[config.mk]
export PLATFORM = sky130hd
export DESIGN_NAME = sqi_front
export DESIGN_NICKNAME = d
export VERILOG_FILES = /design/src/hw/rtl/sqi_pkg.sv /design/src/hw/rtl/sqi_front.sv
export SDC_FILE = /design/constraint.sdc
export NUM_CORES = 1
export LEC_CHECK = 0
export BUFFER_PORTS_ARGS = -buffer_cell sky130_fd_sc_hd__buf_4
export CORE_ASPECT_RATIO = 1.75
export CORE_UTILIZATION = 40
export CTS_CLUSTER_DIAMETER = 100
export CTS_CLUSTER_SIZE = 16
export DETAILED_ROUTE_END_ITERATION = 6
export GPL_TIMING_DRIVEN = 1
export PLACE_DENSITY = 0.69
export SETUP_SLACK_MARGIN = 0.02
export SLEW_MARGIN = 20
export SYNTH_ARGS = -nofsm -noshare
export SYNTH_HDL_FRONTEND = slang
export SYNTH_SLANG_ARGS = --single-unit
[constraint.sdc]
create_clock -name i_clk -period 4.67 [get_ports i_clk]
set_input_delay 0.7005 -clock i_clk [delete_from_list [all_inputs] [get_ports i_clk]]
set_output_delay 0.7005 -clock i_clk [all_outputs]
set_load 0.01 [all_outputs]
[src/hw/rtl/sqi_pkg.sv]
package sqi_pkg;

    // Longest run; the sample that reaches this count closes the run.
    localparam int MAX_SAMPLES = 65536;

    localparam int SMP_W      = 16;
    localparam int CNT_W      = $clog2(MAX_SAMPLES + 1);
    localparam int SUM_W      = SMP_W + CNT_W + 1;
    localparam int NUM_W      = SUM_W + 3;
    localparam int STEP_W     = 16;
    localparam int PROD_W     = NUM_W + STEP_W + 1;
    localparam int OUT_W      = 48;
    localparam int USED_W     = 17;
    localparam int STATUS_W   = 2;
    localparam int METHOD_W   = 2;
    localparam int CFG_IDX_W  = 1;
    localparam int CFG_DATA_W = 16;

    // Divide-by-three long division, one byte per stage.
    localparam int DIG_W    = 8;
    localparam int N_DIG    = (PROD_W + DIG_W - 1) / DIG_W;
    localparam int X_W      = N_DIG * DIG_W;
    localparam int DIV3_REC = (2 ** (DIG_W + 3) + 2) / 3;

    localparam int Q_DEPTH = 4;
    localparam int Q_AW    = $clog2(Q_DEPTH);

    // Register indexes
    localparam logic [CFG_IDX_W-1:0] CFG_METHOD = 1'd0;
    localparam logic [CFG_IDX_W-1:0] CFG_STEP   = 1'd1;

    // Method codes; any code with the Simpson bit set selects Simpson
    localparam logic [METHOD_W-1:0] METH_RECT = 2'd0;
    localparam logic [METHOD_W-1:0] METH_TRAP = 2'd1;
    localparam logic [METHOD_W-1:0] METH_SIMP = 2'd2;

    // Status codes
    localparam logic [STATUS_W-1:0] ST_OK  = 2'd0;
    localparam logic [STATUS_W-1:0] ST_FEW = 2'd1;
    localparam logic [STATUS_W-1:0] ST_SAT = 2'd2;

    localparam logic signed [OUT_W-1:0] SAT_POS = {1'b0, {(OUT_W-1){1'b1}}};
    localparam logic signed [OUT_W-1:0] SAT_NEG = {1'b1, {(OUT_W-1){1'b0}}};
    localparam logic [X_W-1:0] SAT_POS_MAG = (X_W'(1) << (OUT_W - 1)) - X_W'(1);
    localparam logic [X_W-1:0] SAT_NEG_MAG = X_W'(1) << (OUT_W - 1);

    typedef struct packed {
        logic signed [SMP_W-1:0] sample;
        logic                    is_last;
    } t_in;

    typedef struct packed {
        logic signed [OUT_W-1:0] integral;
        logic [STATUS_W-1:0]     status;
        logic [USED_W-1:0]       samples_used;
    } t_out;

    // Everything the back end needs about one finished run
    typedef struct packed {
        logic signed [SMP_W-1:0] first;
        logic signed [SMP_W-1:0] prev;
        logic signed [SMP_W-1:0] last_smp;
        logic signed [SUM_W-1:0] odd_sum;
        logic signed [SUM_W-1:0] odd_prev;
        logic signed [SUM_W-1:0] even_sum;
        logic [CNT_W-1:0]        n;
    } t_run;

endpackage

[src/hw/rtl/sqi_front.sv]
module sqi_front import sqi_pkg::*; (
    input  logic i_clk,
    input  logic i_rst_n,
    input  logic i_acc,
    input  t_in  i_data,
    output logic o_push,
    output t_run o_run
);

    logic [CNT_W-1:0]        r_count;
    logic signed [SMP_W-1:0] r_first;
    logic signed [SMP_W-1:0] r_prev;
    logic signed [SUM_W-1:0] r_odd;
    logic signed [SUM_W-1:0] r_even;

    logic [CNT_W-1:0]        n_count;
    logic signed [SMP_W-1:0] n_first;
    logic signed [SUM_W-1:0] n_odd;
    logic signed [SUM_W-1:0] n_even;
    logic signed [SUM_W-1:0] s_ext;
    logic                    run_end;

    assign s_ext   = SUM_W'(i_data.sample);
    assign n_count = r_count + CNT_W'(1);
    assign n_first = (r_count == '0) ? i_data.sample : r_first;
    assign n_odd   = r_count[0] ? r_odd + s_ext : r_odd;
    assign n_even  = r_count[0] ? r_even : r_even + s_ext;
    assign run_end = i_data.is_last || (n_count == CNT_W'(MAX_SAMPLES));

    assign o_push = i_acc && run_end;

    always_comb begin
        o_run.first    = n_first;
        o_run.prev     = r_prev;
        o_run.last_smp = i_data.sample;
        o_run.odd_sum  = n_odd;
        o_run.odd_prev = r_odd;
        o_run.even_sum = n_even;
        o_run.n        = n_count;
    end

    always_ff @(posedge i_clk) begin
        if (!i_rst_n) begin
            r_count <= '0;
            r_first <= '0;
            r_prev  <= '0;
            r_odd   <= '0;
            r_even  <= '0;
        end else if (i_acc) begin
            if (run_end) begin
                r_count <= '0;
                r_first <= '0;
                r_prev  <= '0;
                r_odd   <= '0;
                r_even  <= '0;
            end else begin
                r_count <= n_count;
                r_first <= n_first;
                r_prev  <= i_data.sample;
                r_odd   <= n_odd;
                r_even  <= n_even;
            end
        end
    end

endmodule

==> key figures <==
STA
  • Relative max-transition margin: 0.267
  • Final worst-path setup slack: 0.284 ns
  • Worst-Margin Slew: 1.10 ns
  • Final Cycle Share: 0.939
  • RSZ-0062 raised after global routing: no
  • Hold Vio Cnt, Final: 0
  • Final setup viols: 0
  • Slew Viols, Final: 0
  • Fmax: around 230 MHz
  • Final TNS setup: 0 ns
  • Final worst path period need: 4.39 ns
  • Setup Skew: 0.0116 ns

Floorplan
  • Initial Util: 0.407
  • Die height: 203 um
  • Die W: 117 um
  • Core area: 0.0227 sq mm
  • IO Count: around 190
  • Die area: between 0.02 and 0.025 sq mm
  • Num rows: 73

Worst setup path
  • Setup slack, reg-to-reg: 1.03 ns
  • Critical path class: primary input to output pin
  • Worst path arrival time: about 3.7 ns
  • CP max stage delay: 0.41 ns
  • Worst flop-to-flop path startpoint: r_count[1]
  • CP startpoint kind: primary input
  • FF-to-FF End: r_even[13]
  • Worst Path Max Fanout: 6
  • Crit path max-delay cell type: fa_1
  • Setup crit end kind: output pin
  • FF-to-FF path depth: 11
  • WP data required: roughly 4.0 ns
  • Crit path cell chain: buf_4, ha_1, inv_1, fa_1, nor2b_1, o21ai_1, a21oi_1, o211a_1, a41oi_1, o31a_1, o211ai_1, a21oi_1, xnor2_1, mux2_2, buf_4

Detailed routing
  • Antenna viol nets, final: 0
  • Via/cell ratio: around 5.6
  • Final Routed Wirelength: 28.1 mm
  • 1st-iter DRT viols: 457
  • DRC: 0
  • Initial DRT Pass Iterations: 5
  • Routed len/inst: 17.7 um
  • DR vias: 8931

Global route
  • Gr busiest metal: met2
  • Met3 Use GR: 0.0460
  • Pin count of the biggest net entering global routing: 96
  • Initial antenna violation count: 0
  • Vias in the first global route: 8663
  • Met2 GRT Util: 0.439
  • Grt met1 use: 0.266
  • Gr usage total: 0.243
  • Wire length of the first global-routing pass: roughly 45 mm
  • GR Overflow Total: 0

Run status
  • Status: completed

Synth
  • Register bit total from synthesis: 117
  • EDFF count, synth: 0
  • Sequential area share after synthesis: 0.254
  • Ys flop type: dfxtp_1
  • Post-Synthesis Cells: 1141
  • Synthesized area: 0.00921 sq mm
  • Syn_area_per_cell: around 8.1 sq um
  • Async SR Flop Fraction: 0
  • Yosys cell types: 76
  • Synth Warn #: 0
  • Synthesized net count: 1231

Layout
  • Most common library cell in the layout ignoring fill and taps: buf_4
  • Most frequent cells in the layout: buf_4 (200), nand2_1 (141), dfxtp_1 (116), nand3_1 (91), ha_1 (68)
  • Post-Route Utilization: 0.503
  • Filler instances: 2244
  • Area growth syn-to-layout: 23.6%
  • Share of layout cells above drive strength 1: 0.236
  • Nets: ~1400
  • N_diodes: 0

Clock tree
  • CTS root buffer: clkbuf_16
  • Hold buffers post-CTS: 0
  • TritonCTS clock tree: yes
  • CTS H-Tree Depth: 4
  • Clock network latency to the later pin of the worst-skew pair: 0.43 ns
  • CTS Buf Count: 17
  • Clock Sink Count: around 120
  • Max clock buf depth: 2
  • Clock transition at path regs: 0.05 ns

Power
  • Maximum VDD drop: roughly 0.25 mV
  • Pwr Density: slightly below 300 mW/mm^2
  • Pleak: 5.00 nW

Hold path
  • Worst hold path class: flop to flop
  • Hold EP: r_first[13]
  • Hold path startpoint: r_first[13]
  • Cells on Worst Hold Path: 2

Placement
  • Routability cong.: 0.887
  • Post-detail-place hpwl: 20.3 mm
  • I/O Buffers: 187
  • Pre-CTS WS: 0.255 ns

Run
  • MaxCap Viol Count: 0
-- metal layers --
layer	share of wire	vias to the layer above
li1	-	4412
met1	0.40	4218
met2	0.52	241
met3	0.044	60
met4	0.038	0
met5	0	-
-- cells in the mapped netlist (4+ instances only) --
cell type	count	area (sq um)
nand2_1	141	529
dfxtp_1	117	2340
nand3_1	91	455
ha_1	68	851
a21oi_1	60	300
a21boi_0	58	435
mux2_2	54	608
o21ai_0	45	225
xnor2_1	43	377
clkbuf_1	42	158
nor2_1	39	146
a21o_1	36	270
xor2_1	27	236
a22o_1	26	228
inv_1	26	97.6
nor2b_1	26	163
buf_4	17	128
o21bai_1	16	120
a22oi_1	15	113
buf_2	15	75.1
nor3_1	14	70.1
and2_1	12	75.1
o21ai_1	12	60.1
nand4_1	11	68.8
o31ai_1	10	75.1
and3_1	9	56.3
a31oi_1	8	50.1
o211ai_1	8	60.1
a211oi_1	6	45.0
buf_1	6	22.5
o21a_1	6	45.0
nor3b_1	5	37.5
a32o_1	4	40.0
nand2b_1	4	25.0
nand3b_1	4	30.0
-- timing repair --
action,CTS,global route
setup buffers,0,0
endpoints found under the setup margin,0,1
resized for setup,0,1
-- cell type report --
class | count | area (sq um) | area share
Clock buffer | 21 | 480 | 0.0422
Clock inverter | 11 | 194 | 0.0170
Inverter | 29 | 109 | 0.00956
Multi-Input combinational cell | 913 | 6380 | 0.560
Sequential cell | 117 | 2350 | 0.206
Tap cell | 300 | 375 | 0.0330
Timing Repair Buffer | 200 | 1500 | 0.132
-- critical path: cells and delay by family --
family | cells | cell delay [ns]
AOI/OAI and AO/OA | 7 | 1.54
buffers and inverters | 3 | 0.31
and+or+nand+nor | 1 | 0.13
xor gates and xnor gates | 1 | 0.15
muxes | 1 | 0.27
adders and majority gates | 2 | 0.58
-- cells by family after synthesis --
kind of cell               synth area share
adders and majority gates            0.0967
muxes                                0.0687
and+or+nand+nor                       0.196
buffers and inverters                0.0545
AOI/OAI and AO/OA                     0.262
DFF                                   0.254
xor gates and xnor gates             0.0683
-- metrics by stage --
stage | hold WS, ns | area (sq um) | power [mW] | instances
after floorplan | 0.448 | 9210 | 1.56 | 1141
after global placement | 0.458 | 10700 | 1.85 | 1559
after detailed placement | 0.468 | 10700 | 1.86 | 1559
after CTS | 0.476 | 11400 | 3.39 | 1591
after global routing | 0.492 | 11400 | 3.50 | 1591
final | 0.474 | 11400 | 3.35 | 1591
-- sequential cells by signal, summed over array words and instances, names as in the netlist --
signal and flops:
r_odd 34, r_first 16, r_prev 16, r_count 17, r_even 34
-- report_power, final --
part | switching [mW] | internal (mW) | leakage [nW] | total [mW]
Clock | 0.506 | 1.01 | 0.326 | 1.51
Combinational | 0.438 | 0.342 | 3.73 | 0.780
Sequential | 0.0273 | 1.03 | 0.950 | 1.06
-- worst max path at each step --
| stage | start | end |
|---|---|---|
| 2_1_floorplan | i_data[1] | o_run[113] |
| 3_3_place_gp | i_data[1] | o_run[113] |
| 3_5_place_dp | i_data[1] | o_run[49] |
| 4_1_cts | i_data[1] | o_run[49] |
| 5_1_grt | r_odd[0] | o_run[113] |
| 6_report | i_data[1] | o_run[113] |
(Power assumes the default switching activity.)
