$ cat config.mk
export PLATFORM = sky130hd
export DESIGN_NAME = sqi_back
export DESIGN_NICKNAME = d
export VERILOG_FILES = /design/src/hw/rtl/sqi_pkg.sv /design/src/hw/rtl/sqi_back.sv
export SDC_FILE = /design/constraint.sdc
export NUM_CORES = 2
export LEC_CHECK = 0
export ABC_AREA = 1
export BUFFER_PORTS_ARGS = -buffer_cell sky130_fd_sc_hd__buf_2
export CAP_MARGIN = 20
export CORE_ASPECT_RATIO = 0.7
export CORE_MARGIN = 8
export CORE_UTILIZATION = 66
export CTS_BUF_LIST = sky130_fd_sc_hd__clkbuf_8
export DETAILED_ROUTE_END_ITERATION = 12
export PLACE_DENSITY_LB_ADDON = 0.12
export SLEW_MARGIN = 20
export SYNTH_ARGS = -nofsm -noshare
export SYNTH_HDL_FRONTEND = slang
export SYNTH_SLANG_ARGS = --single-unit
export TNS_END_PERCENT = 10
$ cat constraint.sdc
create_clock -name i_clk -period 23.5 [get_ports i_clk]
set_input_delay 1.175 -clock i_clk [delete_from_list [all_inputs] [get_ports i_clk]]
set_output_delay 1.175 -clock i_clk [all_outputs]
set_load 0.02 [all_outputs]
$ cat src/hw/rtl/sqi_pkg.sv
package sqi_pkg;

    // Longest run; the sample that reaches this count closes the run.
    localparam int MAX_SAMPLES = 65536;

    localparam int SMP_W      = 16;
    localparam int CNT_W      = $clog2(MAX_SAMPLES + 1);
    localparam int SUM_W      = SMP_W + CNT_W + 1;
    localparam int NUM_W      = SUM_W + 3;
    localparam int STEP_W     = 16;
    localparam int PROD_W     = NUM_W + STEP_W + 1;
    localparam int OUT_W      = 48;
    localparam int USED_W     = 17;
    localparam int STATUS_W   = 2;
    localparam int METHOD_W   = 2;
    localparam int CFG_IDX_W  = 1;
    localparam int CFG_DATA_W = 16;

    // Divide-by-three long division, one byte per stage.
    localparam int DIG_W    = 8;
    localparam int N_DIG    = (PROD_W + DIG_W - 1) / DIG_W;
    localparam int X_W      = N_DIG * DIG_W;
    localparam int DIV3_REC = (2 ** (DIG_W + 3) + 2) / 3;

    localparam int Q_DEPTH = 4;
    localparam int Q_AW    = $clog2(Q_DEPTH);

    // Register indexes
    localparam logic [CFG_IDX_W-1:0] CFG_METHOD = 1'd0;
    localparam logic [CFG_IDX_W-1:0] CFG_STEP   = 1'd1;

    // Method codes; any code with the Simpson bit set selects Simpson
    localparam logic [METHOD_W-1:0] METH_RECT = 2'd0;
    localparam logic [METHOD_W-1:0] METH_TRAP = 2'd1;
    localparam logic [METHOD_W-1:0] METH_SIMP = 2'd2;

    // Status codes
    localparam logic [STATUS_W-1:0] ST_OK  = 2'd0;
    localparam logic [STATUS_W-1:0] ST_FEW = 2'd1;
    localparam logic [STATUS_W-1:0] ST_SAT = 2'd2;

    localparam logic signed [OUT_W-1:0] SAT_POS = {1'b0, {(OUT_W-1){1'b1}}};
    localparam logic signed [OUT_W-1:0] SAT_NEG = {1'b1, {(OUT_W-1){1'b0}}};
    localparam logic [X_W-1:0] SAT_POS_MAG = (X_W'(1) << (OUT_W - 1)) - X_W'(1);
    localparam logic [X_W-1:0] SAT_NEG_MAG = X_W'(1) << (OUT_W - 1);

    typedef struct packed {
        logic signed [SMP_W-1:0] sample;
        logic                    is_last;
    } t_in;

    typedef struct packed {
        logic signed [OUT_W-1:0] integral;
        logic [STATUS_W-1:0]     status;
        logic [USED_W-1:0]       samples_used;
    } t_out;

    // Everything the back end needs about one finished run
    typedef struct packed {
        logic signed [SMP_W-1:0] first;
        logic signed [SMP_W-1:0] prev;
        logic signed [SMP_W-1:0] last_smp;
        logic signed [SUM_W-1:0] odd_sum;
        logic signed [SUM_W-1:0] odd_prev;
        logic signed [SUM_W-1:0] even_sum;
        logic [CNT_W-1:0]        n;
    } t_run;

endpackage

$ cat src/hw/rtl/sqi_back.sv
module sqi_back import sqi_pkg::*; (
    input  logic                i_clk,
    input  logic                i_rst_n,
    input  logic [METHOD_W-1:0] i_method,
    input  logic [STEP_W-1:0]   i_step,
    input  logic                i_q_valid,
    input  t_run                i_q_data,
    output logic                o_pop,
    output logic                o_out_valid,
    input  logic                i_out_stall,
    output t_out                o_out_data
);

    typedef enum logic [1:0] {DIV_1, DIV_2, DIV_6} t_div;

    typedef struct packed {
        logic [X_W-1:0]   x;
        logic [1:0]       rem;
        logic             neg;
        t_div             div;
        logic             few;
        logic [CNT_W-1:0] n;
    } t_dstg;

    // One long-division digit by three: returns {quotient digit, remainder}
    function automatic logic [DIG_W+1:0] div3_step(input logic [DIG_W+1:0] v);
        logic [2*DIG_W+3:0] p;
        logic [DIG_W-1:0]   q;
        logic [DIG_W+1:0]   t;
        p = (2*DIG_W+4)'(v) * (2*DIG_W+4)'(DIV3_REC);
        q = p[DIG_W+3 +: DIG_W];
        t = v - ((DIG_W+2)'(q) << 1) - (DIG_W+2)'(q);
        return {q, t[1:0]};
    endfunction

    logic adv;

    // stage A: weighted sum
    logic signed [NUM_W-1:0] a_odd, a_oddp, a_even, a_first, a_prev, a_s;
    logic signed [NUM_W-1:0] a_tot, a_pe, a_so, a_se, a_num;
    t_div                    a_div;
    logic                    a_few;
    logic                    r_a_v;
    logic signed [NUM_W-1:0] r_a_num;
    t_div                    r_a_div;
    logic                    r_a_few;
    logic [CNT_W-1:0]        r_a_n;

    // stage B: times h
    logic signed [PROD_W-1:0] b_prod;
    logic                     r_b_v;
    logic signed [PROD_W-1:0] r_b_prod;
    t_div                     r_b_div;
    logic                     r_b_few;
    logic [CNT_W-1:0]         r_b_n;

    // stage C and the divide chain
    logic                c_neg;
    logic [PROD_W-1:0]   c_abs;
    logic [PROD_W-1:0]   c_rnd;
    logic [PROD_W-1:0]   c_m;
    logic [PROD_W-1:0]   c_x;
    t_dstg               n_d  [N_DIG+1];
    t_dstg               r_d  [N_DIG+1];
    logic                r_dv [N_DIG+1];
    logic [DIG_W+1:0]    d_v  [N_DIG];
    logic [DIG_W+1:0]    d_qr [N_DIG];

    // output register
    logic     f_sat;
    t_out     n_out;
    logic     r_ov;
    t_out     r_out;

    assign adv   = !r_ov || !i_out_stall;
    assign o_pop = i_q_valid && adv;

    assign a_odd   = NUM_W'(i_q_data.odd_sum);
    assign a_oddp  = NUM_W'(i_q_data.odd_prev);
    assign a_even  = NUM_W'(i_q_data.even_sum);
    assign a_first = NUM_W'(i_q_data.first);
    assign a_prev  = NUM_W'(i_q_data.prev);
    assign a_s     = NUM_W'(i_q_data.last_smp);

    always_comb begin
        a_tot = a_odd + a_even;
        a_pe  = a_prev + a_s;
        // odd count: 2 * (4 odd + 2 even - f0 - f[n-1]), weights folded
        a_so  = ((a_odd <<< 2) + (a_even <<< 1) - a_first - a_s) <<< 1;
        // even count: Simpson to n-2, then 3 * (f[n-2] + f[n-1]) over 6
        a_se  = (((a_oddp <<< 2) + (a_even <<< 1) - a_first - a_prev) <<< 1)
              + (a_pe <<< 1) + a_pe;
        a_num = a_tot - a_s;
        a_div = DIV_1;
        a_few = 1'b0;
        if (|(i_method & METH_SIMP)) begin
            if (i_q_data.n < CNT_W'(3)) begin
                a_num = '0;
                a_few = 1'b1;
            end else if (i_q_data.n[0]) begin
                a_num = a_so;
                a_div = DIV_6;
            end else begin
                a_num = a_se;
                a_div = DIV_6;
            end
        end else if (i_method == METH_TRAP) begin
            a_num = (a_tot <<< 1) - a_first - a_s;
            a_div = DIV_2;
        end
    end

    assign b_prod = PROD_W'(r_a_num) * PROD_W'(signed'({1'b0, i_step}));

    always_comb begin
        c_neg = r_b_prod[PROD_W-1];
        c_abs = c_neg ? PROD_W'(-r_b_prod) : PROD_W'(r_b_prod);
        case (r_b_div)
            DIV_6:   c_rnd = PROD_W'(3);
            DIV_2:   c_rnd = PROD_W'(1);
            default: c_rnd = '0;
        endcase
        c_m = c_abs + c_rnd;
        c_x = (r_b_div == DIV_1) ? c_m : (c_m >> 1);
    end

    // Most significant byte first; quotient bytes replace dividend bytes
    always_comb begin
        n_d[0].x   = X_W'(c_x);
        n_d[0].rem = '0;
        n_d[0].neg = c_neg;
        n_d[0].div = r_b_div;
        n_d[0].few = r_b_few;
        n_d[0].n   = r_b_n;
        for (int k = 0; k < N_DIG; k++) begin
            n_d[k+1] = r_d[k];
            d_v[k]   = {r_d[k].rem, r_d[k].x[(N_DIG-1-k)*DIG_W +: DIG_W]};
            d_qr[k]  = div3_step(d_v[k]);
            if (r_d[k].div == DIV_6) begin
                n_d[k+1].x[(N_DIG-1-k)*DIG_W +: DIG_W] = d_qr[k][DIG_W+1:2];
                n_d[k+1].rem = d_qr[k][1:0];
            end
        end
    end

    always_comb begin
        f_sat = r_d[N_DIG].neg ? (r_d[N_DIG].x > SAT_NEG_MAG)
                               : (r_d[N_DIG].x > SAT_POS_MAG);
        n_out.samples_used = USED_W'(r_d[N_DIG].n);
        if (r_d[N_DIG].few) begin
            n_out.integral = '0;
            n_out.status   = ST_FEW;
        end else if (f_sat) begin
            n_out.integral = r_d[N_DIG].neg ? SAT_NEG : SAT_POS;
            n_out.status   = ST_SAT;
        end else begin
            n_out.integral = r_d[N_DIG].neg ? -r_d[N_DIG].x[OUT_W-1:0]
                                            : r_d[N_DIG].x[OUT_W-1:0];
            n_out.status   = ST_OK;
        end
    end

    always_ff @(posedge i_clk) begin
        if (!i_rst_n) begin
            r_a_v <= 1'b0;
            r_b_v <= 1'b0;
            r_ov  <= 1'b0;
            for (int k = 0; k <= N_DIG; k++) begin
                r_dv[k] <= 1'b0;
            end
        end else if (adv) begin
            r_a_v   <= i_q_valid;
            r_b_v   <= r_a_v;
            r_dv[0] <= r_b_v;
            for (int k = 0; k < N_DIG; k++) begin
                r_dv[k+1] <= r_dv[k];
            end
            r_ov <= r_dv[N_DIG];
        end
    end

    always_ff @(posedge i_clk) begin
        if (adv) begin
            r_a_num  <= a_num;
            r_a_div  <= a_div;
            r_a_few  <= a_few;
            r_a_n    <= i_q_data.n;
            r_b_prod <= b_prod;
            r_b_div  <= r_a_div;
            r_b_few  <= r_a_few;
            r_b_n    <= r_a_n;
            for (int k = 0; k <= N_DIG; k++) begin
                r_d[k] <= n_d[k];
            end
            r_out <= n_out;
        end
    end

    assign o_out_valid = r_ov;
    assign o_out_data  = r_out;

endmodule

==> flow_metrics.py <==
metrics = {
    "sta": {
        "layout_worst_path_cycle_share_pct": 31.20,
        "totalNegativeSetupSlack_ns": 0,
        "worst-slew-pin-transition_ns": 1.252,
        "hold_violations": 0,
        "setup_repair_after_global_routing_missed_its_margin": "no",
        "drv_slew": 0,
        "worst_clock_skew_ns": 0.06217,
        "period_needed_ns": 7.331,
        "setup-violations-final": 0,
        "max_slew_headroom_pct": 15.65,
        "max_freq_mhz": 136.4,
    },
    "yosys": {
        "number_of_flops_mapped_to_enable_cells_by_yosys": 818,
        "synth_top_flop_cell": "sky130_fd_sc_hd__edfxtp_1",
        "synth_fp_nets": 11230,
        "ys_warn_count": 0,
        "async_flop_share_pct": 0,
        "netlist_instances": 9366,
        "synth.distinct_cells": 70,
        "postSynthAreaPerCell_um2": 8.919,
        "synth_sequential_area_ratio_pct": 29.60,
        "mappedNetlistArea_um2": 83530,
        "yosys_register_bits": 826,
    },
    "grt": {
        "grt_start_max_net_pins": 200,
        "grt_pass1_vias": 66500,
        "globalRouteOverflowTotal": 0,
        "grtUsageTotal_pct": 34.41,
        "grt_antenna_before_repair": 25,
        "grt_first_pass_wirelength_um": 371300,
    },
    "setup_path": {
        "path_class": "in2reg",
        "path_buf_inv": 7,
        "worst_setup_path_start_kind": "primary input",
        "worstPathRequired_ns": 24.09,
        "cp_dominant_cell_by_count": "sky130_fd_sc_hd__nand2_1",
        "critical_path_peak_fanout": 32,
        "timing.critical_path.arrival_ns": 7.93,
        "worst_path_dominant_cell_family": "simple AND/OR/NAND/NOR gates",
        "timing.critical_path.to_type": "register",
        "worst_path_max_delay_cell": "sky130_fd_sc_hd__nor4_1",
        "crit_path_max_incr_delay_ns": 0.73,
    },
    "routing": {
        "vias": 66670,
        "drt_iter0_drc": 7768,
        "drt_pass1_iterations": 8,
        "avgRoutedWirePerCell_um": 20.95,
        "postRouteAntennaNets": 0,
        "vias_per_cell": 5.876,
        "drcViolationCount": 0,
        "finalWirelength_um": 237700,
    },
    "floorplan": {
        "core_area_um2": 125900,
        "dieWidth_um": 441.2,
        "pin_count": 258,
        "initial_utilization_pct": 66.36,
        "floorplan_row_count": 109,
        "die_area_um2": 138400,
        "chipHeight_um": 313.7,
    },
    "finish": {
        "fillers": 9456,
        "areaGrowthSynthToFinish_pct": 6.182,
        "layout-drive-gt1-share_pct": 6.567,
        "multiInputGateArea_um2": 50640,
        "design.final.nets": 11440,
        "area_of_all_sequential_standard_cells_um2": 24720,
    },
    "cts": {
        "post_cts_resize_count": 0,
        "clock_insertion_delay_worst_skew_ns": 0.86,
        "tritoncts": "built",
        "cts.hold.buffers_added": 0,
        "post_cts_clock_slew_at_the_launch_and_capture_registers_of_the_worst_setup_and_hold_paths_ns": 0.06,
        "post_cts.repair.setup_buffers": 0,
        "cts_sinks": 826,
        "number_of_buffers_inserted_during_clock_tree_synthesis": 118,
        "max-clock-path-buffers": 3,
        "cell_chosen_for_the_clock_root": "sky130_fd_sc_hd__clkbuf_8",
        "cts-htree-levels": 3,
    },
    "run_status": {
        "outcome": "finished, final reports clean",
    },
    "placed_design": {
        "final_replace_weighted_congestion": 1.059,
        "post-dp-hpwl_um": 196400,
        "portBuffers": 257,
    },
    "run": {
        "drv_cap": 0,
    },
    "hold_path": {
        "worstHoldPathType": "reg2reg",
    },
}
-- synth_stat cells (all sizes together) (9+ instances only) --
master  count  area, um2
clkbuf    155      581.8
o211ai     22      165.2
o31ai       9      67.56
nor3       78      411.7
nand3     380       2014
o21a       22      165.2
o22ai       9      56.30
ha        790       9884
a21oi     519       2613
xnor2     119       1050
o21bai     47      364.1
xor2      183       1603
a21o       45      337.8
edfxtp    818      24560
buf        49      226.5
nand4      88      556.8
nand3b     26      195.2
or2        45      281.5
a211oi     12      90.09
o21ai     397       2006
and3        9      56.30
nor4       30      187.7
a31oi      53      331.6
nor2      595       2475
fa        882      17660
a221oi      9      78.83
a21boi     19      146.4
inv      1958       7350
nand2    1942       7475
-- metal layers --
| layer | wire length, um | global-route usage (%) | share of wire (%) |
|---|---|---|---|
| met5 | 54 | 0 | 0.023 |
| met3 | 30770 | 9.556 | 13 |
| met2 | 97630 | 49.06 | 41 |
| met4 | 8254 | 10.66 | 3.5 |
| met1 | 101000 | 51.30 | 42 |
-- cell usage in the layout (no fill, tap or decap), types with 30 or more instances in the layout --
| cell | instances |
|---|---|
| sky130_fd_sc_hd__o21bai_1 | 44 |
| sky130_fd_sc_hd__nor4_1 | 30 |
| sky130_fd_sc_hd__inv_1 | 1978 |
| sky130_fd_sc_hd__nand2_1 | 1885 |
| sky130_fd_sc_hd__fa_1 | 882 |
| sky130_fd_sc_hd__or2_2 | 44 |
| sky130_fd_sc_hd__clkinv_1 | 41 |
| sky130_fd_sc_hd__nand3_1 | 365 |
| sky130_fd_sc_hd__o21ai_0 | 381 |
| sky130_fd_sc_hd__nor2_1 | 550 |
| sky130_fd_sc_hd__xnor2_1 | 118 |
| sky130_fd_sc_hd__a21o_1 | 45 |
| sky130_fd_sc_hd__a21oi_1 | 517 |
| sky130_fd_sc_hd__ha_1 | 790 |
| sky130_fd_sc_hd__buf_4 | 34 |
| sky130_fd_sc_hd__nand2_2 | 47 |
| sky130_fd_sc_hd__edfxtp_1 | 818 |
| sky130_fd_sc_hd__nand4_1 | 87 |
| sky130_fd_sc_hd__xor2_1 | 183 |
| sky130_fd_sc_hd__a31oi_1 | 53 |
| sky130_fd_sc_hd__buf_2 | 257 |
| sky130_fd_sc_hd__nor3_1 | 75 |
| sky130_fd_sc_hd__clkbuf_8 | 118 |
-- registers in the layout (all words and copies together), names as in the netlist --
| register | cells |
|---|---|
| o_out_data | 67 |
| o_out_valid | 1 |
| r_a_div | 2 |
| r_a_few | 1 |
| r_a_n | 17 |
| r_a_num | 37 |
| r_a_v | 1 |
| r_b_div | 2 |
| r_b_few | 1 |
| r_b_n | 17 |
| r_b_prod | 54 |
| r_b_v | 1 |
| r_d | 617 |
| r_dv | 8 |
-- through the flow --
step / instance area, um2 / instances / hold slack [ns] / utilization [%] / setup slack, ns
after floorplan: 83530 / 9366 / 0.4003 / - / 1.706
after global placement: 86390 / 11120 / 0.4003 / 68.63 / 15.60
after detailed placement: 86390 / 11120 / 0.4045 / 68.63 / 15.54
after CTS: 88660 / 11330 / 0.3649 / 70.43 / 16.45
after global routing: 88690 / 11340 / 0.3731 / 70.46 / 15.91
final: 88700 / 11350 / 0.3734 / 70.46 / 16.17
-- cell families (layout without fill, tap and decap cells) --
family | Yosys count | in the layout | synth area share [%]
mux | 5 | 5 | 0.05992
other cells | 0 | 11 | 0
compound gates | 1190 | 1190 | 7.978
buf+inv | 2168 | 2471 | 9.794
simple gates | 3203 | 3203 | 16.42
flops | 826 | 826 | 29.60
xor+xnor | 302 | 302 | 3.175
fa+ha+maj | 1672 | 1672 | 32.97
-- worst paths after layout --
check                              startpoint            to  depth (start not counted)  slack (ns)
worst max-delay path            i_q_data[166]   r_a_num[35]                         29       16.17
worst min-delay path               r_d[1][61]   r_d[1][140]                          0        0.37
worst max register to register     r_a_num[9]  r_b_prod[49]                         20       16.50
worst min register to register     r_d[1][61]   r_d[1][140]                          0        0.37
-- layout make-up --
cell class / count / area share [%]
Antenna cell: 11 / 0.03103
Clock inverter: 96 / 0.7307
Inverter: 1964 / 8.313
Timing Repair Buffer: 293 / 1.773
Sequential cell: 826 / 27.87
Clock buffer: 118 / 1.831
Multi-Input combinational cell: 6372 / 57.10
Tap cell: 1665 / 2.349
Power is not shown: default switching activity piles up to over one toggle a cycle in this logic, so the estimate is an artifact.
