--- config.mk ---
export PLATFORM = sky130hd
export DESIGN_NAME = sqi_fifo
export DESIGN_NICKNAME = d
export VERILOG_FILES = /design/src/hw/rtl/sqi_pkg.sv /design/src/hw/rtl/sqi_fifo.sv
export SDC_FILE = /design/constraint.sdc
export NUM_CORES = 1
export LEC_CHECK = 0
export BUFFER_PORTS_ARGS = -buffer_cell sky130_fd_sc_hd__buf_2
export CORE_ASPECT_RATIO = 1.75
export CORE_MARGIN = 2
export CORE_UTILIZATION = 50
export CTS_BUF_LIST = sky130_fd_sc_hd__clkbuf_4
export DETAILED_ROUTE_END_ITERATION = 8
export GPL_ROUTABILITY_DRIVEN = 0
export PLACE_DENSITY = 0.71
export SYNTH_ARGS = -nofsm -noshare
export SYNTH_HDL_FRONTEND = slang
export SYNTH_SLANG_ARGS = --single-unit
export TNS_END_PERCENT = 20
--- constraint.sdc ---
create_clock -name i_clk -period 6.25 [get_ports i_clk]
set_clock_uncertainty 0.1 [all_clocks]
set_input_delay 0.3125 -clock i_clk [delete_from_list [all_inputs] [get_ports i_clk]]
set_output_delay 0.3125 -clock i_clk [all_outputs]
set_load 0.02 [all_outputs]
--- src/hw/rtl/sqi_pkg.sv ---
package sqi_pkg;

    // Longest run; the sample that reaches this count closes the run.
    localparam int MAX_SAMPLES = 65536;

    localparam int SMP_W      = 16;
    localparam int CNT_W      = $clog2(MAX_SAMPLES + 1);
    localparam int SUM_W      = SMP_W + CNT_W + 1;
    localparam int NUM_W      = SUM_W + 3;
    localparam int STEP_W     = 16;
    localparam int PROD_W     = NUM_W + STEP_W + 1;
    localparam int OUT_W      = 48;
    localparam int USED_W     = 17;
    localparam int STATUS_W   = 2;
    localparam int METHOD_W   = 2;
    localparam int CFG_IDX_W  = 1;
    localparam int CFG_DATA_W = 16;

    // Divide-by-three long division, one byte per stage.
    localparam int DIG_W    = 8;
    localparam int N_DIG    = (PROD_W + DIG_W - 1) / DIG_W;
    localparam int X_W      = N_DIG * DIG_W;
    localparam int DIV3_REC = (2 ** (DIG_W + 3) + 2) / 3;

    localparam int Q_DEPTH = 4;
    localparam int Q_AW    = $clog2(Q_DEPTH);

    // Register indexes
    localparam logic [CFG_IDX_W-1:0] CFG_METHOD = 1'd0;
    localparam logic [CFG_IDX_W-1:0] CFG_STEP   = 1'd1;

    // Method codes; any code with the Simpson bit set selects Simpson
    localparam logic [METHOD_W-1:0] METH_RECT = 2'd0;
    localparam logic [METHOD_W-1:0] METH_TRAP = 2'd1;
    localparam logic [METHOD_W-1:0] METH_SIMP = 2'd2;

    // Status codes
    localparam logic [STATUS_W-1:0] ST_OK  = 2'd0;
    localparam logic [STATUS_W-1:0] ST_FEW = 2'd1;
    localparam logic [STATUS_W-1:0] ST_SAT = 2'd2;

    localparam logic signed [OUT_W-1:0] SAT_POS = {1'b0, {(OUT_W-1){1'b1}}};
    localparam logic signed [OUT_W-1:0] SAT_NEG = {1'b1, {(OUT_W-1){1'b0}}};
    localparam logic [X_W-1:0] SAT_POS_MAG = (X_W'(1) << (OUT_W - 1)) - X_W'(1);
    localparam logic [X_W-1:0] SAT_NEG_MAG = X_W'(1) << (OUT_W - 1);

    typedef struct packed {
        logic signed [SMP_W-1:0] sample;
        logic                    is_last;
    } t_in;

    typedef struct packed {
        logic signed [OUT_W-1:0] integral;
        logic [STATUS_W-1:0]     status;
        logic [USED_W-1:0]       samples_used;
    } t_out;

    // Everything the back end needs about one finished run
    typedef struct packed {
        logic signed [SMP_W-1:0] first;
        logic signed [SMP_W-1:0] prev;
        logic signed [SMP_W-1:0] last_smp;
        logic signed [SUM_W-1:0] odd_sum;
        logic signed [SUM_W-1:0] odd_prev;
        logic signed [SUM_W-1:0] even_sum;
        logic [CNT_W-1:0]        n;
    } t_run;

endpackage

--- src/hw/rtl/sqi_fifo.sv ---
module sqi_fifo import sqi_pkg::*; (
    input  logic i_clk,
    input  logic i_rst_n,
    input  logic i_push,
    input  t_run i_data,
    input  logic i_pop,
    output t_run o_data,
    output logic o_full,
    output logic o_empty
);

    t_run            r_mem [Q_DEPTH];
    logic [Q_AW-1:0] r_wp;
    logic [Q_AW-1:0] r_rp;
    logic [Q_AW:0]   r_cnt;

    assign o_full  = (r_cnt == (Q_AW+1)'(Q_DEPTH));
    assign o_empty = (r_cnt == '0);
    assign o_data  = r_mem[r_rp];

    always_ff @(posedge i_clk) begin
        if (i_push) begin
            r_mem[r_wp] <= i_data;
        end
    end

    always_ff @(posedge i_clk) begin
        if (!i_rst_n) begin
            r_wp  <= '0;
            r_rp  <= '0;
            r_cnt <= '0;
        end else begin
            if (i_push) begin
                r_wp <= r_wp + Q_AW'(1);
            end
            if (i_pop) begin
                r_rp <= r_rp + Q_AW'(1);
            end
            r_cnt <= r_cnt + (Q_AW+1)'(i_push) - (Q_AW+1)'(i_pop);
        end
    end

endmodule

==> results of run 1 <==
[worst max-delay path by stage]
stage                     startpoint          end  slack (ns)  cells past startpoint
after floorplan              r_wp[0]  r_mem[0][0]        1.25                      3
after global placement      register   o_data[73]        3.16                      3
after detailed placement    register   o_data[73]        3.12                      3
after CTS                   register   o_data[73]        2.17                      3
after global routing        register    o_data[8]        2.09                      3
final                       register   o_data[15]        2.48                      3
[placed cells by master, fill, tap and decap left out, types with 2 or more instances in the layout]
cell and count:
buf_12 2, xnor2_1 2, dfxtp_1 7, inv_1 7, clkinv_2 7, nor2_1 5
buf_2 339, and2_1 2, clkinv_1 33, mux4_2 167, clkbuf_4 207, and2_4 4
buf_4 11, clkinvlp_4 4, dfxtp_4 2, edfxtp_1 668, ha_1 6, bufinv_16 6
dlygate4sd3_1 189, diode_2 2
[Yosys cell counts (all sizes together), types with 2 or more instances]
| library cell | number |
|---|---|
| buf | 35 |
| clkbuf | 3 |
| ha | 6 |
| edfxtp | 668 |
| nor2 | 5 |
| mux4 | 167 |
| xnor2 | 2 |
| inv | 7 |
| and2 | 6 |
| dfxtp | 9 |
[metrics by stage]
step            util  area [um2]  setup WS (ns)
3_5_place_dp   0.554       26900           3.12
6_report       0.633       30800           2.48
4_1_cts        0.633       30800           2.17
3_3_place_gp   0.554       26900           3.16
5_1_grt        0.633       30800           2.09
2_1_floorplan      -       24600           1.25
[per-layer routing]
layer / vias up / track usage / wire, um
met1: 6148 / 0.204 / 16900
met5: - / 0 / 13
met4: 2 / 0.113 / 2230
met3: 129 / 0.0600 / 3480
li1: 5386 / - / -
met2: 456 / 0.357 / 27100
[cell type report]
type / instances / area, um2
well taps: 654 / 818
repair buffers: 541 / 3710
inverters: 7 / 26.3
clock buffers: 207 / 1550
clock inverters: 53 / 390
fillers: 3307 / 17800
diodes: 2 / 5.00
flip-flops and latches: 677 / 20200
multi-input cells: 194 / 4010
[worst reg2reg max path, cell delays in order (launching register included)]
cell,delay [ns]
dfxtp_1,0.34
inv_1,0.09
ha_1,0.14
and2_4,0.72
buf_4,0.93
[logic make-up (layout without fill, tap and decap cells)]
kind of cell / Yosys count / after routing / synth area share
DFF: 677 / 677 / 0.823
buffers and inverters: 45 / 808 / 0.0147
muxes: 168 / 168 / 0.153
xor gates and xnor gates: 3 / 3 / 0.00168
AOI/OAI and AO/OA: 2 / 2 / 0.000610
other: 0 / 2 / 0
and+or+nand+nor: 14 / 14 / 0.00305
adders and majority gates: 7 / 7 / 0.00387
[state kept, by name, summed over array words and instances (netlist names), named ones only]
name and flops:
r_mem 668, r_cnt 3, r_wp 2, r_rp 2
[repair_timing]
item                                   CTS  global route
hold buffers                           189             0
endpoints found under the hold margin  689             0
buffers inserted                         0             0
[power by group through the flow]
| stage | sequential, mW | clock [mW] | combinational (mW) |
|---|---|---|---|
| CTS | 5.30 | 3.52 | 1.15 |
| global placement | 5.38 | 0 | 1.03 |
| floorplan | 5.38 | 0 | 0.700 |
| finish | 5.30 | 3.40 | 1.13 |
| global route | 5.31 | 3.72 | 1.21 |
| detailed placement | 5.40 | 0 | 1.04 |
==> run metrics, run 1 <==
status completed; Yosys top cell area share 0.815; Power Dens Cells 319 nW/um2; unrepaired setup endpoints after global routing no; global-route wire length before repair 75,000 um; # rows 107; Seq/Total Area, Yosys 0.823; Final #Nets 1,745; Num CTS Buffers 146; grt ovf 0; Net Switching 2.32 mW; DRC viols 0; Vias 12,100; WL per Instance 21.3 um; Max VDD drop 233 uV; Iter 0 DRT Violations 668; prevailing post-synth register cell edfxtp_1; DR vias/cell 5.19; DIE AREA 51,100 um2; GRT Total Usage 0.200; Post-synth ARST share 0; Final period util 0.603; Hold Crit Start i_data[40]; clock share of power 0.346; worst r2r path cells 4; WL final 49,800 um; Tmin final 3.77 ns; Syn Std Cell Area 24,600 um2; Total Power Consumption 9.82 mW; R2R Path End r_mem[1][42]; area growth from synthesis to layout 25.0%; Crit. End Element output port; CP Buf/Inv Count 2; CP arrival 3.36 ns; Final Non-Filler Cells 2,335; initial antenna violation count 3; slew of the pin with the lowest slew margin 1.14 ns; Max-cap violations 0; final-report setup violation count 0; Die X 172 um; crit-path cells buf_4, mux4_2, buf_2; Max Clk Rate 265 MHz; # resized after CTS 0; post-route setup TNS 0 ns; Pint 7.50 mW; critical path class register to output port; DRT Pass-1 Iters 5; core area 48,600 um2; Post-synth EDFFs 668; H-tree lvl count 4; Max-slew headroom 0.239; Switching Share 0.237; CTS tree built; hold-critical path depth 2; dominant cells by area after synthesis edfxtp_1, mux4_2, dfxtp_1; synthesis-stage register bit count 677; share of layout cells above drive strength 1 0.448; Hold Vio Cnt, Final 0; Gate power share 0.115; Die Ht 297 um; largest net degree at the start of global routing 99; clock slew at reported path FFs 0.07 ns; Initial Util 0.506; worst path required time 5.84 ns; Clock Tree Buf Depth 3; register share of total power 0.539; Worst R2R Start r_wp[1]; distinct cell type count after synthesis 22; worst skew pair latency 0.82 ns; Clock Tree Root clkbuf_4; reg2reg setup slack 3.38 ns; LEAKAGE 10.6 nW; Hold Path Sink r_mem[2][40]; Worst path slowest cell dfxtp_4; IO buf count 339; WHS 0.124 ns; critical path's top delay family buffers and inverters; Slew Viols, Final 0; leading area contributor after synthesis edfxtp_1; Cells after DPL 1,884; Worst setup SP type register; synthesized net count 1,094; Post-DP HPWL 27,900 um; Syn Inst Count 916; Antenna Nets Post-Route 0; vias in the first global route 13,900; Hold Crit Class input pin to register; synth warn 0; total clock sinks 677; Crit path largest cell delay 0.91 ns; IO Pins 340; Worst Path Max Fanout 43; Syn Area/Cell 26.9 um2
Power figures use the tool's default switching activity.
==> run 2: changes to the inputs <==
--- a/config.mk
+++ b/config.mk
@@ -5,6 +5,7 @@
 export SDC_FILE = /design/constraint.sdc
 export NUM_CORES = 1
 export LEC_CHECK = 0
+export ABC_AREA = 1
 export BUFFER_PORTS_ARGS = -buffer_cell sky130_fd_sc_hd__buf_2
 export CORE_ASPECT_RATIO = 1.75
 export CORE_MARGIN = 2
@@ -12,7 +13,7 @@
 export CTS_BUF_LIST = sky130_fd_sc_hd__clkbuf_4
 export DETAILED_ROUTE_END_ITERATION = 8
 export GPL_ROUTABILITY_DRIVEN = 0
-export PLACE_DENSITY = 0.71
+export PLACE_DENSITY = 0.73
 export SYNTH_ARGS = -nofsm -noshare
 export SYNTH_HDL_FRONTEND = slang
 export SYNTH_SLANG_ARGS = --single-unit
==> constraint.sdc (replaced) <==
create_clock -name i_clk -period 3.2 [get_ports i_clk]
set_clock_uncertainty 0.1 [all_clocks]
set_input_delay 0.16 -clock i_clk [delete_from_list [all_inputs] [get_ports i_clk]]
set_output_delay 0.16 -clock i_clk [all_outputs]
set_load 0.02 [all_outputs]
==> run metrics, run 2 <==
share of layout cells above drive strength 1 0.214 (was 0.448); worst r2r path cells 5 (was 4); Compound-Gate Fraction of Synth Area 0.112 (was 0.000610); worst skew pair latency 0.84 ns (was 0.82 ns); Seq/Total Area, Yosys 0.763 (was 0.823); hold-critical path depth 4 (was 2); Die Ht 309 um (was 297 um); GRT Total Usage 0.216 (was 0.200); Worst setup SP type register (unchanged); final-report setup violation count 0 (unchanged); H-tree lvl count 4 (unchanged); Syn Std Cell Area 26,500 um2 (was 24,600 um2); DR vias/cell 5.05 (was 5.19); dominant cells by area after synthesis edfxtp_1, inv_1, nand2_1 (was edfxtp_1, mux4_2, dfxtp_1); leading area contributor after synthesis edfxtp_1 (unchanged); post-route setup TNS 0 ns (unchanged); CTS tree built (unchanged); synthesized net count 2,181 (was 1,094); Syn Inst Count 2,003 (was 916); met2 wire length 31,600 um (was 27,100 um); Largest register FFs 668 (unchanged); prevailing post-synth register cell edfxtp_1 (unchanged); # rows 111 (was 107); Final Cell Area 34,200 um2 (was 30,800 um2); distinct cell type count after synthesis 17 (was 22); vias in the first global route 18,700 (was 13,900); Max Clk Rate 338 MHz; Reg with most FFs r_mem (unchanged); Power Dens Cells 558 nW/um2 (was 319 nW/um2); reg2reg setup slack 1.05 ns (was 3.38 ns); Initial Util 0.507 (was 0.506); Hold Crit Start i_push (was i_data[40]); Post-Synth Simple-Gate Area 0.0493 (was 0.00305); Num CTS Buffers 148 (was 146); proportion of synthesized area in mux cells 0 (was 0.153); Final #Nets 2,928 (was 1,745); initial antenna violation count 10 (was 3); WL final 59,700 um (was 49,800 um); Max-cap violations 0 (unchanged); Syn Area/Cell 13.2 um2 (was 26.9 um2); synth warn 0 (unchanged); R2R Path End r_mem[2][140] (was r_mem[1][42]); commonest non-fill, non-tap cell in the layout edfxtp_1 (unchanged); most frequent cells in the layout edfxtp_1, inv_1, nand2_1, dlygate4sd3_1, buf_2 (was edfxtp_1, buf_2, clkbuf_4); status completed (unchanged); DRT Pass-1 Iters 5 (unchanged); Die X 178 um (was 172 um); grt ovf 0 (unchanged); slew of the pin with the lowest slew margin 0.806 ns (was 1.14 ns); Synth Area in XOR/XNOR 0 (was 0.00168); CP arrival 2.70 ns (was 3.36 ns); Yosys top cell area share 0.756 (was 0.815); Post-synth EDFFs 668 (unchanged); Metal-1 WL 22,000 um (was 16,900 um); total clock sinks 677 (unchanged); area growth from synthesis to layout 29.1% (was 25.0%); clock slew at reported path FFs 0.07 ns (about the same); area share of fa/ha/maj cells after synthesis 0.00358 (was 0.00387); DRC viols 0 (unchanged); setup ws final 0.240 ns (was 2.48 ns); unrepaired setup endpoints after global routing no (unchanged); global-route wire length before repair 91,700 um (was 75,000 um); Crit. End Element output port (unchanged); synthesis-stage register bit count 677 (unchanged); Iter 0 DRT Violations 1,216 (was 668); LEAKAGE 13.5 nW (was 10.6 nW); largest net degree at the start of global routing 141 (was 99); Synth top cells by count edfxtp_1, inv_1, nand2_1 (was edfxtp_1, mux4_2, buf_2); Slew Viols, Final 0 (unchanged); fin util 0.654 (was 0.633); max layer used met5 (unchanged); Post-DP HPWL 32,900 um (was 27,900 um); DIE AREA 55,000 um2 (was 51,100 um2); Final period util 0.925; placed standard-cell area 28,900 um2 (was 26,900 um2); Max-slew headroom 0.463 (was 0.239); Clock Tree Root clkbuf_4 (unchanged); Antenna Nets Post-Route 0 (unchanged); Vias 17,900 (was 12,100); IO buf count 339 (unchanged); core area 52,400 um2 (was 48,600 um2); Post-synth ARST share 0 (unchanged); Worst Path Max Fanout 140 (was 43); Worst R2R Start r_wp[0] (was r_wp[1]); Tmin final 2.96 ns; most frequent cell after synthesis edfxtp_1 (unchanged); largest registers r_mem (668), r_cnt (3) (unchanged); Hold Path Sink r_wp[1] (was r_mem[2][40]); met3 wire length 3530 um (was 3480 um); Max VDD drop 373 uV (was 233 uV); main combinational cell family by area after synthesis compound AO/OA/AOI/OAI gates (was multiplexers); placement-stage worst setup slack 1.04 ns (was 3.12 ns); Hold Vio Cnt, Final 0 (unchanged); Hold Crit Class input pin to register (unchanged); worst path required time 2.94 ns (was 5.84 ns); critical path class register to output port (unchanged); WL per Instance 16.8 um (was 21.3 um); IO Pins 340 (unchanged); Clock Tree Buf Depth 3 (unchanged)
run 2: cell count changes after synthesis, sizes merged, moves of 2 or more:
cell,previous run,this run
and2,6,0
nand2,0,344
nor2,5,2
buf,35,95
xnor2,2,0
o211ai,0,167
o21ai,0,171
inv,7,349
mux4,167,0
clkbuf,3,16
a21oi,1,173
run 2: kinds of logic (layout without fill, tap and decap cells):
kind of cell	Yosys count	count (layout)
AOI/OAI and AO/OA	511	511
adders and majority gates	7	7
buffers and inverters	460	1316
DFF	677	677
other	0	7
and+or+nand+nor	348	348
run 2: where the power goes:
part	internal [mW]	switching, mW	leakage [nW]
Combinational	0.881	1.52	6.20
Clock	3.27	3.19	1.11
Sequential	10.1	0.113	6.21
Total	14.3	4.83	13.5
run 2: critical path, stage by stage (launching register included):
cell,delay (ns)
dfxtp_4,0.69
buf_12,0.45
a21oi_1,0.18
o21ai_0,0.13
nand2_1,0.11
buf_2,0.17
run 2: routing by layer:
metal / GRT usage / vias up
li1: - / 8580
met1: 0.231 / 8520
met2: 0.391 / 609
met3: 0.0463 / 165
met4: 0.124 / 6
met5: 0 / -
run 2: timing repair:
action	CTS	global route
gates resized for setup	0	0
endpoints found under the setup margin	0	0
hold buffers	341	0
buffers inserted	0	0
endpoints found under the hold margin	696	0
run 2: through the flow:
stage                     total power, mW  hold WS, ns  cells
final                                19.1        0.170   3544
after global routing                 20.0        0.101   3544
after CTS                            19.3       0.0577   3537
after detailed placement             12.5        0.275   2937
after global placement               12.4        0.269   2937
after floorplan                      11.7        0.152   2003
run 2: how the worst max path moves through the flow:
stage / slack (ns) / endpoint / depth (start not counted) / startpoint
floorplan: -0.38 / r_mem[0][0] / 4 / r_wp[0]
detailed placement: 1.04 / r_mem[2][104] / 5 / r_wp[0]
global placement: 1.03 / r_mem[2][75] / 5 / r_wp[0]
global route: 0.009 / o_data[46] / 5 / register
finish: 0.24 / o_data[44] / 5 / register
CTS: 0.19 / o_data[11] / 5 / register
run 2: area by class of cell:
class,instances,area (um2)
multi-input cells,866,4390
clock buffers,208,1560
diodes,7,17.5
repair buffers,708,5550
well taps,678,848
inverters,349,1330
fillers,3657,18100
flip-flops and latches,677,20200
clock inverters,51,308
==> run 3: changes to the inputs <==
--- a/config.mk
+++ b/config.mk
@@ -9,11 +9,11 @@
 export BUFFER_PORTS_ARGS = -buffer_cell sky130_fd_sc_hd__buf_2
 export CORE_ASPECT_RATIO = 1.75
 export CORE_MARGIN = 2
-export CORE_UTILIZATION = 50
+export CORE_UTILIZATION = 54
 export CTS_BUF_LIST = sky130_fd_sc_hd__clkbuf_4
 export DETAILED_ROUTE_END_ITERATION = 8
 export GPL_ROUTABILITY_DRIVEN = 0
-export PLACE_DENSITY = 0.73
+export PLACE_DENSITY = 0.78
 export SYNTH_ARGS = -nofsm -noshare
 export SYNTH_HDL_FRONTEND = slang
 export SYNTH_SLANG_ARGS = --single-unit
==> run metrics, run 3 (synthesis results as in run 2) <==
Hold Vio Cnt, Final 0 (unchanged); Die X 172 um (was 178 um); share of layout cells above drive strength 1 0.210 (was 0.214); final-report setup violation count 0 (unchanged); largest net degree at the start of global routing 116 (was 141); largest registers r_mem (668), r_cnt (3) (unchanged); WL final 65,900 um (was 59,700 um); Slew Viols, Final 0 (unchanged); status completed (unchanged); H-tree lvl count 4 (unchanged); Hold Crit Start i_pop (was i_push); DRC viols 0 (unchanged); LEAKAGE 13.5 nW (about the same); Max-cap violations 0 (unchanged); setup ws final 0.289 ns (was 0.240 ns); initial antenna violation count 14 (was 10); Worst Path Max Fanout 83 (was 140); placement-stage worst setup slack 1.16 ns (was 1.04 ns); Iter 0 DRT Violations 1,591 (was 1,216); Hold Crit Class input pin to register (unchanged); Cells after DPL 2,912 (was 2,937); Largest register FFs 668 (unchanged); IO Pins 340 (unchanged); Worst R2R Start r_wp[0] (unchanged); total clock sinks 677 (unchanged); CP arrival 2.65 ns (was 2.70 ns); Crit. End Element output port (unchanged); Vias 18,700 (was 17,900); WHS 0.144 ns (was 0.170 ns); WL per Instance 18.8 um (was 16.8 um); Num CTS Buffers 146 (was 148); unrepaired setup endpoints after global routing no (unchanged); CTS tree built (unchanged); # rows 107 (was 111); Max-slew headroom 0.368 (was 0.463); slew of the pin with the lowest slew margin 0.948 ns (was 0.806 ns); commonest non-fill, non-tap cell in the layout edfxtp_1 (unchanged); Die Ht 297 um (was 309 um); Total Power Consumption 19.5 mW (was 19.1 mW); Power Dens Cells 569 nW/um2 (was 558 nW/um2); vias in the first global route 19,800 (was 18,700); DIE AREA 51,000 um2 (was 55,000 um2); GRT Total Usage 0.256 (was 0.216); Tmin final 2.91 ns (was 2.96 ns); Max VDD drop 415 uV (was 373 uV); Worst setup SP type register (unchanged); Clock Tree Buf Depth 3 (unchanged); Final period util 0.910 (was 0.925); Reg with most FFs r_mem (unchanged); worst path required time 2.94 ns (about the same); Final #Nets 2,926 (was 2,928); critical path class register to output port (unchanged); Max Clk Rate 344 MHz (was 338 MHz); area growth from synthesis to layout 29.1% (about the same); DR vias/cell 5.33 (was 5.05); Antenna Nets Post-Route 0 (unchanged); global-route wire length before repair 100,000 um (was 91,700 um); IO buf count 339 (unchanged); Post-DP HPWL 33,600 um (was 32,900 um); Final Non-Filler Cells 3,511 (was 3,544); Initial Util 0.546 (was 0.507); worst skew pair latency 0.85 ns (was 0.84 ns); core area 48,600 um2 (was 52,400 um2); grt ovf 0 (unchanged); most frequent cells in the layout edfxtp_1, inv_1, nand2_1, dlygate4sd3_1, buf_2 (unchanged); clock slew at reported path FFs 0.08 ns (was 0.07 ns); Clock Tree Root clkbuf_4 (unchanged); # resized after CTS 0 (unchanged); DRT Pass-1 Iters 6 (was 5)
-- run 3: cell count changes in the layout (fill, tap and decap cells not counted), sizes merged --
| cell | before | now |
|---|---|---|
| bufinv | 3 | 8 |
| clkbuf | 208 | 199 |
| clkinv | 40 | 35 |
| clkinvlp | 7 | 5 |
| diode | 7 | 12 |
| inv | 350 | 347 |
-- run 3: through the flow --
step	setup TNS [ns]	utilization	area [um2]
6_report	0	0.705	34300
5_1_grt	0	0.705	34300
4_1_cts	0	0.704	34200
3_5_place_dp	0	0.595	28900
3_3_place_gp	0	0.595	28900
2_1_floorplan	-246.79	-	26600
-- run 3: per-layer routing --
layer / global-route usage / share of wire / vias to the layer above
met3: 0.0627 / 0.071 / 234
li1: - / - / 8569
met5: 0 / 0.00079 / -
met1: 0.257 / 0.34 / 8970
met2: 0.458 / 0.53 / 933
met4: 0.175 / 0.052 / 8
-- run 3: worst paths after layout --
| check | endpoint | slack (ns) | cells past startpoint |
|---|---|---|---|
| setup reg to reg | r_mem[2][113] | 1.25 | 5 |
| setup / recovery | o_data[40] | 0.29 | 5 |
| hold reg to reg | register | 0.36 | 2 |
| hold / removal | r_rp[0] | 0.14 | 4 |
-- run 3: what timing repair did --
| action | 4_1_cts | 5_1_grt |
|---|---|---|
| hold buffers | 341 | 0 |
| hold endpoints to repair | 700 | 0 |
| setup buffers | 0 | 1 |
| setup endpoints to repair | 0 | 1 |
-- run 3: worst max-delay path: stages (launching register included) --
cell	delay, ns
dfxtp_4	0.76
buf_12	0.38
a21oi_1	0.12
o21ai_0	0.14
nand2_1	0.15
buf_2	0.19
-- run 3: final cells by class --
class	count	area (um2)
Clock buffer	199	1490
Tap cell	654	818
Antenna cell	12	30.0
Multi-Input combinational cell	866	4390
Timing Repair Buffer	708	5550
Fill cell	3044	14300
Sequential cell	677	20200
Inverter	349	1330
Clock inverter	46	405
-- run 3: where the power goes --
group / total (mW) / switching [mW] / internal, mW
registers: 10.3 / 0.128 / 10.1
clock network: 6.76 / 3.24 / 3.53
logic: 2.47 / 1.59 / 0.885
total: 19.5 / 4.95 / 14.6
